File: config.mk
export PLATFORM = sky130hd
export DESIGN_NAME = keyed_byte_stream_obfuscator_flat
export DESIGN_NICKNAME = d
export VERILOG_FILES = /design/src/rtl/kbso_pkg.sv /design/src/rtl/kbso_in_if.sv /design/src/rtl/kbso_out_if.sv /design/src/rtl/keyed_byte_stream_obfuscator.sv /design/src/flat_wrapper.sv
export VERILOG_INCLUDE_DIRS = /design/src /design/src/rtl
export SDC_FILE = /design/constraint.sdc
export NUM_CORES = 2
export LEC_CHECK = 0
export ABC_AREA = 1
export BUFFER_PORTS_ARGS = -buffer_cell sky130_fd_sc_hd__buf_2
export CAP_MARGIN = 30
export CORE_AREA = 3 3 243 245
export DETAILED_ROUTE_END_ITERATION = 8
export DIE_AREA = 0 0 246 248
export GPL_ROUTABILITY_DRIVEN = 0
export PLACE_DENSITY_LB_ADDON = 0.25
export SYNTH_ARGS = -nofsm -noshare
export SYNTH_HDL_FRONTEND = slang
export SYNTH_SLANG_ARGS = --single-unit
File: constraint.sdc
create_clock -name i_clk -period 4.9 [get_ports i_clk]
set_clock_uncertainty 0.15 [all_clocks]
set_input_delay 0 -clock i_clk [delete_from_list [all_inputs] [get_ports i_clk]]
set_output_delay 0 -clock i_clk [all_outputs]
set_load 0.1 [all_outputs]
File: src/rtl/keyed_byte_stream_obfuscator_macros.svh
// Assertion helpers for the obfuscator RTL.
`ifndef KEYED_BYTE_STREAM_OBFUSCATOR_MACROS_SVH
`define KEYED_BYTE_STREAM_OBFUSCATOR_MACROS_SVH

// Same-cycle implication, masked while reset is applied
`define KBSO_ASSERT_NOW(label, clk, rst_n, ante, cons) \
    label: assert property (@(posedge clk) disable iff (!(rst_n)) (ante) |-> (cons)) \
        else $error("kbso assertion failed");

// Next-cycle implication, masked while reset is applied
`define KBSO_ASSERT_NEXT(label, clk, rst_n, ante, cons) \
    label: assert property (@(posedge clk) disable iff (!(rst_n)) (ante) |=> (cons)) \
        else $error("kbso assertion failed");

`endif

File: src/rtl/kbso_pkg.sv
`default_nettype none
package kbso_pkg;

    localparam int unsigned KEY_W     = 64;
    localparam int unsigned BYTE_W    = 8;
    localparam int unsigned IDX_W     = 12;
    localparam int unsigned CNT_W     = 12;

    // Mixing constants of the keystream
    localparam logic [KEY_W-1:0] SEED_MIX = 64'hafcb_8f2f_f4ff_f33f;
    localparam logic [KEY_W-1:0] STEP_MIX = 64'hfcbf_aff8_f2f4_f3f0;

    // One remainder bit per cycle
    localparam logic [CNT_W-1:0] DIV_STEPS = CNT_W'(KEY_W);

    typedef enum logic [2:0] {
        ST_IDLE,
        ST_SEED,
        ST_EMIT,
        ST_MUL,
        ST_DIV
    } t_kbso_fsm;

    // One reseed step: XOR with the mix constant, rotate left by one
    function automatic logic [KEY_W-1:0] seed_step(input logic [KEY_W-1:0] s);
        logic [KEY_W-1:0] x;
        x = s ^ SEED_MIX;
        return {x[KEY_W-2:0], x[KEY_W-1]};
    endfunction

endpackage
`default_nettype wire

File: src/rtl/kbso_in_if.sv
`default_nettype none
interface kbso_in_if;
    logic                          valid;
    logic                          ready;
    logic [kbso_pkg::BYTE_W-1:0]   data_byte;
    logic [kbso_pkg::IDX_W-1:0]    entry_index;
    logic                          restart;

    modport source (output valid, output data_byte, output entry_index, output restart,
                    input ready);
    modport sink   (input valid, input data_byte, input entry_index, input restart,
                    output ready);
endinterface
`default_nettype wire

File: src/rtl/kbso_out_if.sv
`default_nettype none
interface kbso_out_if;
    logic                          valid;
    logic                          ready;
    logic [kbso_pkg::BYTE_W-1:0]   out_byte;

    modport source (output valid, output out_byte, input ready);
    modport sink   (input valid, input out_byte, output ready);
endinterface
`default_nettype wire

File: src/rtl/keyed_byte_stream_obfuscator.sv
// Keyed byte stream obfuscator.
// i_in (valid/ready) carries one byte item with entry_index and restart; o_out
// (valid/ready) returns the obfuscated byte, one result item per input item.
// The key is written through i_cfg_we / i_cfg_wdata; the user must write it only
// while the block is idle, as the block itself does not enforce this.
// Each item runs in sequence: accept, reseed when restart is set (one rotate
// step per entry_index), emit the byte, one 8x64 multiply-add, then a
// restoring remainder unit producing one bit per cycle.
// The emit step follows acceptance, or the seed steps when restart is set;
// in it the byte is written to the output register.
// The result is held in an output register, so the next item starts as soon
// as the state update finishes even if the receiver has not taken the byte.
// If the receiver stalls, the block waits in the emit step until the output
// register frees up. Entry indexes beyond the last entry cannot occur at 12 bits.
// Reset (synchronous, active low) sets the key to 1, the keystream to zero
// and empties the output register.
`default_nettype none
module keyed_byte_stream_obfuscator (
    input  wire logic                        i_clk,
    input  wire logic                        i_rst_n,
    input  wire logic                        i_cfg_we,
    input  wire logic [kbso_pkg::KEY_W-1:0]  i_cfg_wdata,
    kbso_in_if.sink                          i_in,
    kbso_out_if.source                       o_out
);
    import kbso_pkg::*;

    `include "keyed_byte_stream_obfuscator_macros.svh"

    t_kbso_fsm          r_fsm, n_fsm;
    logic [KEY_W-1:0]   r_key;
    logic [KEY_W-1:0]   r_state, n_state;
    logic [KEY_W-1:0]   r_rem, n_rem;
    logic [KEY_W-1:0]   r_dvd, n_dvd;
    logic [CNT_W-1:0]   r_cnt, n_cnt;
    logic [BYTE_W-1:0]  r_data;
    logic               r_out_valid;
    logic [BYTE_W-1:0]  r_out_byte;

    logic               in_fire;
    logic               emit_fire;
    logic               slot_free;
    logic [KEY_W:0]     div_trial;
    logic [KEY_W:0]     div_diff;
    logic [KEY_W-1:0]   div_rem;
    logic [KEY_W-1:0]   mul_prod;
    logic [KEY_W-1:0]   mul_sum;

    // Handshake and step strobes
    always_comb begin
        slot_free  = !r_out_valid || o_out.ready;
        i_in.ready = (r_fsm == ST_IDLE);
        in_fire    = i_in.valid && (r_fsm == ST_IDLE);
        emit_fire  = (r_fsm == ST_EMIT) && slot_free;
    end

    // Shared datapath: multiply-add and one restoring remainder step
    always_comb begin
        mul_prod  = r_key[15:8] * r_state;
        mul_sum   = {mul_prod[KEY_W-BYTE_W-1:0], {BYTE_W{1'b0}}}
                    + {{(KEY_W-BYTE_W){1'b0}}, r_key[7:0]};
        div_trial = {r_rem, r_dvd[KEY_W-1]};
        div_diff  = div_trial - {1'b0, r_key};
        div_rem   = div_diff[KEY_W] ? div_trial[KEY_W-1:0] : div_diff[KEY_W-1:0];
    end

    // Next state
    always_comb begin
        n_fsm = r_fsm;
        unique case (r_fsm)
            ST_IDLE: begin
                if (in_fire) begin
                    if (i_in.restart && (i_in.entry_index != '0)) begin
                        n_fsm = ST_SEED;
                    end else begin
                        n_fsm = ST_EMIT;
                    end
                end
            end
            ST_SEED: begin
                if (r_cnt == CNT_W'(1)) begin
                    n_fsm = ST_EMIT;
                end
            end
            ST_EMIT: begin
                if (emit_fire) begin
                    n_fsm = ST_MUL;
                end
            end
            ST_MUL: begin
                n_fsm = ST_DIV;
            end
            ST_DIV: begin
                if (r_cnt == CNT_W'(1)) begin
                    n_fsm = ST_IDLE;
                end
            end
            default: begin
                n_fsm = ST_IDLE;
            end
        endcase
    end

    // Datapath register updates per state
    always_comb begin
        n_state = r_state;
        n_rem   = r_rem;
        n_dvd   = r_dvd;
        n_cnt   = r_cnt;
        unique case (r_fsm)
            ST_IDLE: begin
                if (in_fire && i_in.restart) begin
                    n_state = r_key;
                    n_cnt   = CNT_W'(i_in.entry_index);
                end
            end
            ST_SEED: begin
                n_state = seed_step(r_state);
                n_cnt   = r_cnt - CNT_W'(1);
            end
            ST_EMIT: begin
            end
            ST_MUL: begin
                n_dvd = mul_sum;
                n_rem = '0;
                n_cnt = DIV_STEPS;
            end
            ST_DIV: begin
                n_rem = div_rem;
                n_dvd = {r_dvd[KEY_W-2:0], 1'b0};
                n_cnt = r_cnt - CNT_W'(1);
                if (r_cnt == CNT_W'(1)) begin
                    n_state = div_rem ^ STEP_MIX;
                end
            end
            default: begin
            end
        endcase
    end

    // Control and architectural state
    always_ff @(posedge i_clk) begin
        if (!i_rst_n) begin
            r_fsm       <= ST_IDLE;
            r_key       <= KEY_W'(1);
            r_state     <= '0;
            r_out_valid <= 1'b0;
            r_cnt       <= '0;
        end else begin
            r_fsm   <= n_fsm;
            r_state <= n_state;
            r_cnt   <= n_cnt;
            if (i_cfg_we) begin
                r_key <= i_cfg_wdata;
            end
            if (emit_fire) begin
                r_out_valid <= 1'b1;
            end else if (o_out.ready) begin
                r_out_valid <= 1'b0;
            end
        end
    end

    // Payload registers
    always_ff @(posedge i_clk) begin
        r_rem <= n_rem;
        r_dvd <= n_dvd;
        if (in_fire) begin
            r_data <= i_in.data_byte;
        end
        if (emit_fire) begin
            r_out_byte <= r_data ^ r_state[BYTE_W-1:0];
        end
    end

    assign o_out.valid    = r_out_valid;
    assign o_out.out_byte = r_out_byte;

    // Checks
    `KBSO_ASSERT_NOW(a_cnt_live, i_clk, i_rst_n, (r_fsm == ST_SEED || r_fsm == ST_DIV), (r_cnt != '0))
    `KBSO_ASSERT_NOW(a_rem_below_key, i_clk, i_rst_n, (r_fsm == ST_DIV && r_key != '0), (r_rem < r_key))
    `KBSO_ASSERT_NEXT(a_plain_to_emit, i_clk, i_rst_n, (in_fire && !i_in.restart), (r_fsm == ST_EMIT))
    `KBSO_ASSERT_NEXT(a_emit_loads_out, i_clk, i_rst_n, emit_fire, (r_out_valid && r_fsm == ST_MUL))

endmodule
`default_nettype wire
File: src/flat_wrapper.sv
// flat-port wrapper written by rule: the top's interface ports become plain ports
module keyed_byte_stream_obfuscator_flat import kbso_pkg::*;
  (i_clk, i_rst_n, i_cfg_we, i_cfg_wdata, i_in_valid, i_in_data_byte, i_in_entry_index, i_in_restart, i_in_ready, o_out_valid, o_out_out_byte, o_out_ready);
  kbso_in_if i_in_i ();
  kbso_out_if o_out_i ();
  input  wire logic i_clk;
  input  wire logic i_rst_n;
  input  wire logic i_cfg_we;
  input  wire logic [kbso_pkg::KEY_W-1:0] i_cfg_wdata;
  input wire logic [$bits(i_in_i.valid)-1:0] i_in_valid;
  input wire logic [$bits(i_in_i.data_byte)-1:0] i_in_data_byte;
  input wire logic [$bits(i_in_i.entry_index)-1:0] i_in_entry_index;
  input wire logic [$bits(i_in_i.restart)-1:0] i_in_restart;
  output wire logic [$bits(i_in_i.ready)-1:0] i_in_ready;
  output wire logic [$bits(o_out_i.valid)-1:0] o_out_valid;
  output wire logic [$bits(o_out_i.out_byte)-1:0] o_out_out_byte;
  input wire logic [$bits(o_out_i.ready)-1:0] o_out_ready;
  assign i_in_i.valid = i_in_valid;
  assign i_in_i.data_byte = i_in_data_byte;
  assign i_in_i.entry_index = i_in_entry_index;
  assign i_in_i.restart = i_in_restart;
  assign i_in_ready = i_in_i.ready;
  assign o_out_valid = o_out_i.valid;
  assign o_out_out_byte = o_out_i.out_byte;
  assign o_out_i.ready = o_out_ready;
  keyed_byte_stream_obfuscator u_core (.i_clk(i_clk), .i_rst_n(i_rst_n), .i_cfg_we(i_cfg_we), .i_cfg_wdata(i_cfg_wdata), .i_in(i_in_i), .o_out(o_out_i));
endmodule
==> run summary <==
CTS Buf Count = 35
Area of the multi-input gates = 0.0230 mm2
Routed metal-1 wire length = 45.0 mm
Logic pwr share = 0.658
R2R cell count = 20
DR pass1 iterations = 9
DR top layer = met4
Setup CP Type = flop to flop
Slew Limit Fails = 0
Routed wire length = 126 mm
Clock group share of total power = 0.136
CP Max Fanout = 7
Worst Hold Endpoint = u_core.r_data[5]$_DFFE_PP_
# rows = 88
Final core utilization = 0.742
DR vias/cell = 5.76
Ys Warns = 0
Worst Path Required = 5.10 ns
Final non-filler cell total = 6194
I/O pins = 100
Register area = 0.00724 mm2
WL met3 = 16.7 mm
Initial antenna violation count = 2
Critical R2R Capture = u_core.r_dvd[31]$_DFFE_PP_
Switching power share of the total = 0.501
Netlist cell types = 55
Area share of fa/ha/maj cells after synthesis = 0.229
Final worst-path cycle share = 1.12
Mux contribution to synthesized area = 0
Root buffer cell = clkbuf_16
Violated checks = negative setup slack
Post-route setup slack = -0.597 ns
Final instance area = 0.0426 mm2
Fmax = 182 MHz
Clk Latency, worst-skew pair = 0.58 ns
Largest net degree at the start of global routing = 148
Power Dens Cells = 441 mW/mm2
Core area = 0.0574 mm2
Fraction of layout cells with a size suffix above 1 = 0.210
Area post-placement = 0.0370 mm2
Final ANT Viol Nets = 0
Fillers = 4124
First-pass GRT wire length = 184 mm
CTS tree = yes
Synth Area in Compound Gates = 0.112
GRT Overall Usage = 0.386
Die footprint = 0.0610 mm2
GRT overflow = 0
Worst ir drop on vdd = 469 uV
Startpoint class of the critical path = flop
Design Power = 18.8 mW
Area Overhead vs Synth = 27.3%
Nets@finish = 5922
Post-detail-place hpwl = 81.8 mm
Asr flop ratio synth = 0
Syn nets = 5424
Hold Path Stages = 2
Max cap viols = 0
Die height = 248 um
R2r setup slk = -0.60 ns
Hold Path Origin = i_in_data_byte[5]
Wire length on met2 = 54.8 mm
Fin crit period = 5.50 ns
# setup viols final = 42
Vias in the first global route = 34100
Worst EP arrival = 5.69 ns
Largest buffer count on any clock path = 3
Largest family of logic cells by synthesized area = simple AND/OR/NAND/NOR gates
Min Hold Slack = 0.0107 ns
Synthesized cell area = 0.0334 mm2
DRC violation total after the first TritonRoute iteration = 4568
Max-Slew Margin vs Limit = 0.337
Synth Register Bits = 288
Int Power = 9.36 mW
Wire per inst = 20.4 um
Clock slew at reported path FFs = 0.06 ns
Min-Delay Path Class = primary input to flop
Reg2Reg Launch Point = u_core.r_key[15]$_SDFFE_PN0P_
Sequential fraction of design power = 0.205
Clk sinks = 288
# DRC = 0
H-Tree Depth = 2
Post-Syn Area per Cell = 6.82 um2
RSZ-0062 raised after global routing = true
Initial Util = 0.583
Post-synthesis xor/xnor area fraction = 0.0175
Simple-gate area share of the yosys netlist = 0.268
Post-synth EDFFs = 144
Mapped Cells = 4903
Die Wd = 246 um
Outcome = finished with violations
Post-synthesis sequential area ratio = 0.215
Top_reg_cell synth = edfxtp_1
P_sw = 9.40 mW
Final Hold Vio Count = 0
I/O Buffers = 99
Crit. End Element = flop
P_leak = 23.0 nW
Inst Count DP = 5904
Worst Tran Pin Value = 0.995 ns
Vias after detailed routing = 35700
## metal layers
metal	up-vias	track usage
li1	15900	-
met1	16400	0.486
met2	2631	0.609
met3	720	0.0944
met4	0	0.217
met5	-	0
## logic make-up (layout without fill, tap and decap cells)
| kind of cell | Yosys count | after routing |
|---|---|---|
| and+or+nand+nor | 2081 | 2081 |
| buffers and inverters | 1370 | 1893 |
| AOI/OAI and AO/OA | 666 | 666 |
| adders and majority gates | 431 | 431 |
| DFF | 288 | 288 |
| xor gates and xnor gates | 67 | 67 |
| other | 0 | 3 |
## registers in the layout, summed over array words and instances (netlist names)
register / count
u_core.o_out.out_byte: 8
u_core.o_out.valid: 1
u_core.r_cnt: 12
u_core.r_data: 8
u_core.r_dvd: 64
u_core.r_fsm: 3
u_core.r_key: 64
u_core.r_rem: 64
u_core.r_state: 64
## power groups by stage
stage | sequential, mW | clock (mW) | combinational, mW
floorplan | 3.69 | 0 | 6.53
global placement | 3.80 | 0 | 9.72
detailed placement | 3.80 | 0 | 9.98
CTS | 3.77 | 2.55 | 11.0
global route | 3.87 | 2.66 | 13.2
finish | 3.85 | 2.56 | 12.4
## cell usage in the layout, fill, tap and decap left out, types with 44 or more instances in the layout
cell type      instances
ha_1                  83
dfxtp_1              129
nand2_2               62
fa_1                 284
nand3_1              197
a21oi_1              215
o21ai_0              189
buf_4                332
a21oi_2               66
nand2_1             1310
nor2_2                44
o22ai_1               45
nor2_1               202
edfxtp_1             144
dlygate4sd3_1        159
inv_2                 81
inv_1               1082
buf_2                 98
ha_4                  45
nand2_4               64
nand3_2               53
## cells in the mapped netlist (24+ instances only)
master,number,share of area
o22ai_1,45,0.0084
a21oi_2,35,0.0092
nand2_1,1393,0.16
nor3_1,24,0.0036
nor2_1,271,0.030
xor2_1,41,0.011
xnor2_1,26,0.0068
nand4_1,31,0.0058
ha_1,130,0.049
a21oi_1,265,0.040
nand2_4,32,0.011
a221oi_1,24,0.0063
dfxtp_1,144,0.086
nand3_1,209,0.031
nand3_2,43,0.013
fa_1,301,0.18
inv_1,1141,0.13
clkbuf_1,148,0.017
edfxtp_1,144,0.13
a31oi_1,26,0.0049
o21ai_0,226,0.034
buf_1,26,0.0029
inv_2,24,0.0027
## layout make-up
class	count	area share
antenna	3	0.000176
clock buffer	43	0.0215
clock inverter	19	0.00376
inverter	1172	0.103
multi-input combinational	3245	0.541
sequential	288	0.170
tap	765	0.0225
timing repair buffer	659	0.138
## worst max-delay path: stages, from the launching register on
cell and delay (ns):
dfxtp_4 0.40, clkbuf_16 0.18, nand2_1 0.09, inv_1 0.08, fa_1 0.55, fa_1 0.45
fa_1 0.52, inv_1 0.05, fa_1 0.76, inv_2 0.10, ha_4 0.35, nand2_4 0.09
nor2_4 0.10, nand2_2 0.12, nor4_4 0.30, buf_4 0.22, nand2_2 0.06, nand3_2 0.07
inv_2 0.08, or2_2 0.30, a31oi_1 0.24
## metrics by stage
stage | setup TNS, ns | setup WS (ns)
3_3_place_gp | -8.33 | -0.492
5_1_grt | -16.95 | -0.632
2_1_floorplan | 0 | 0.00234
3_5_place_dp | -11.00 | -0.614
6_report | -11.76 | -0.597
4_1_cts | -0.0566 | -0.0196
## how the worst max path moves through the flow
stage | start | endpoint | slack [ns]
2_1_floorplan | u_core.r_key[12]$_SDFFE_PN0P_ | u_core.r_dvd[48]$_DFFE_PP_ | 0.002
6_report | u_core.r_key[15]$_SDFFE_PN0P_ | u_core.r_dvd[31]$_DFFE_PP_ | -0.60
5_1_grt | u_core.r_state[4]$_SDFFE_PN0P_ | u_core.r_dvd[37]$_DFFE_PP_ | -0.63
3_3_place_gp | u_core.r_key[12]$_SDFFE_PN0P_ | u_core.r_dvd[55]$_DFFE_PP_ | -0.49
3_5_place_dp | u_core.r_key[12]$_SDFFE_PN0P_ | u_core.r_dvd[55]$_DFFE_PP_ | -0.61
4_1_cts | u_core.r_key[11]$_SDFFE_PN0P_ | u_core.r_dvd[62]$_DFFE_PP_ | -0.02
## timing repair
item                                    CTS  global route
pin swaps                               153           174
endpoints found under the setup margin   45            43
hold buffers                            159             0
resized for setup                       318           265
setup buffers                            31            26
hold endpoints to repair                150             0
gates cloned                              5             7
No activity file was read; power rests on OpenSTA's default activity.
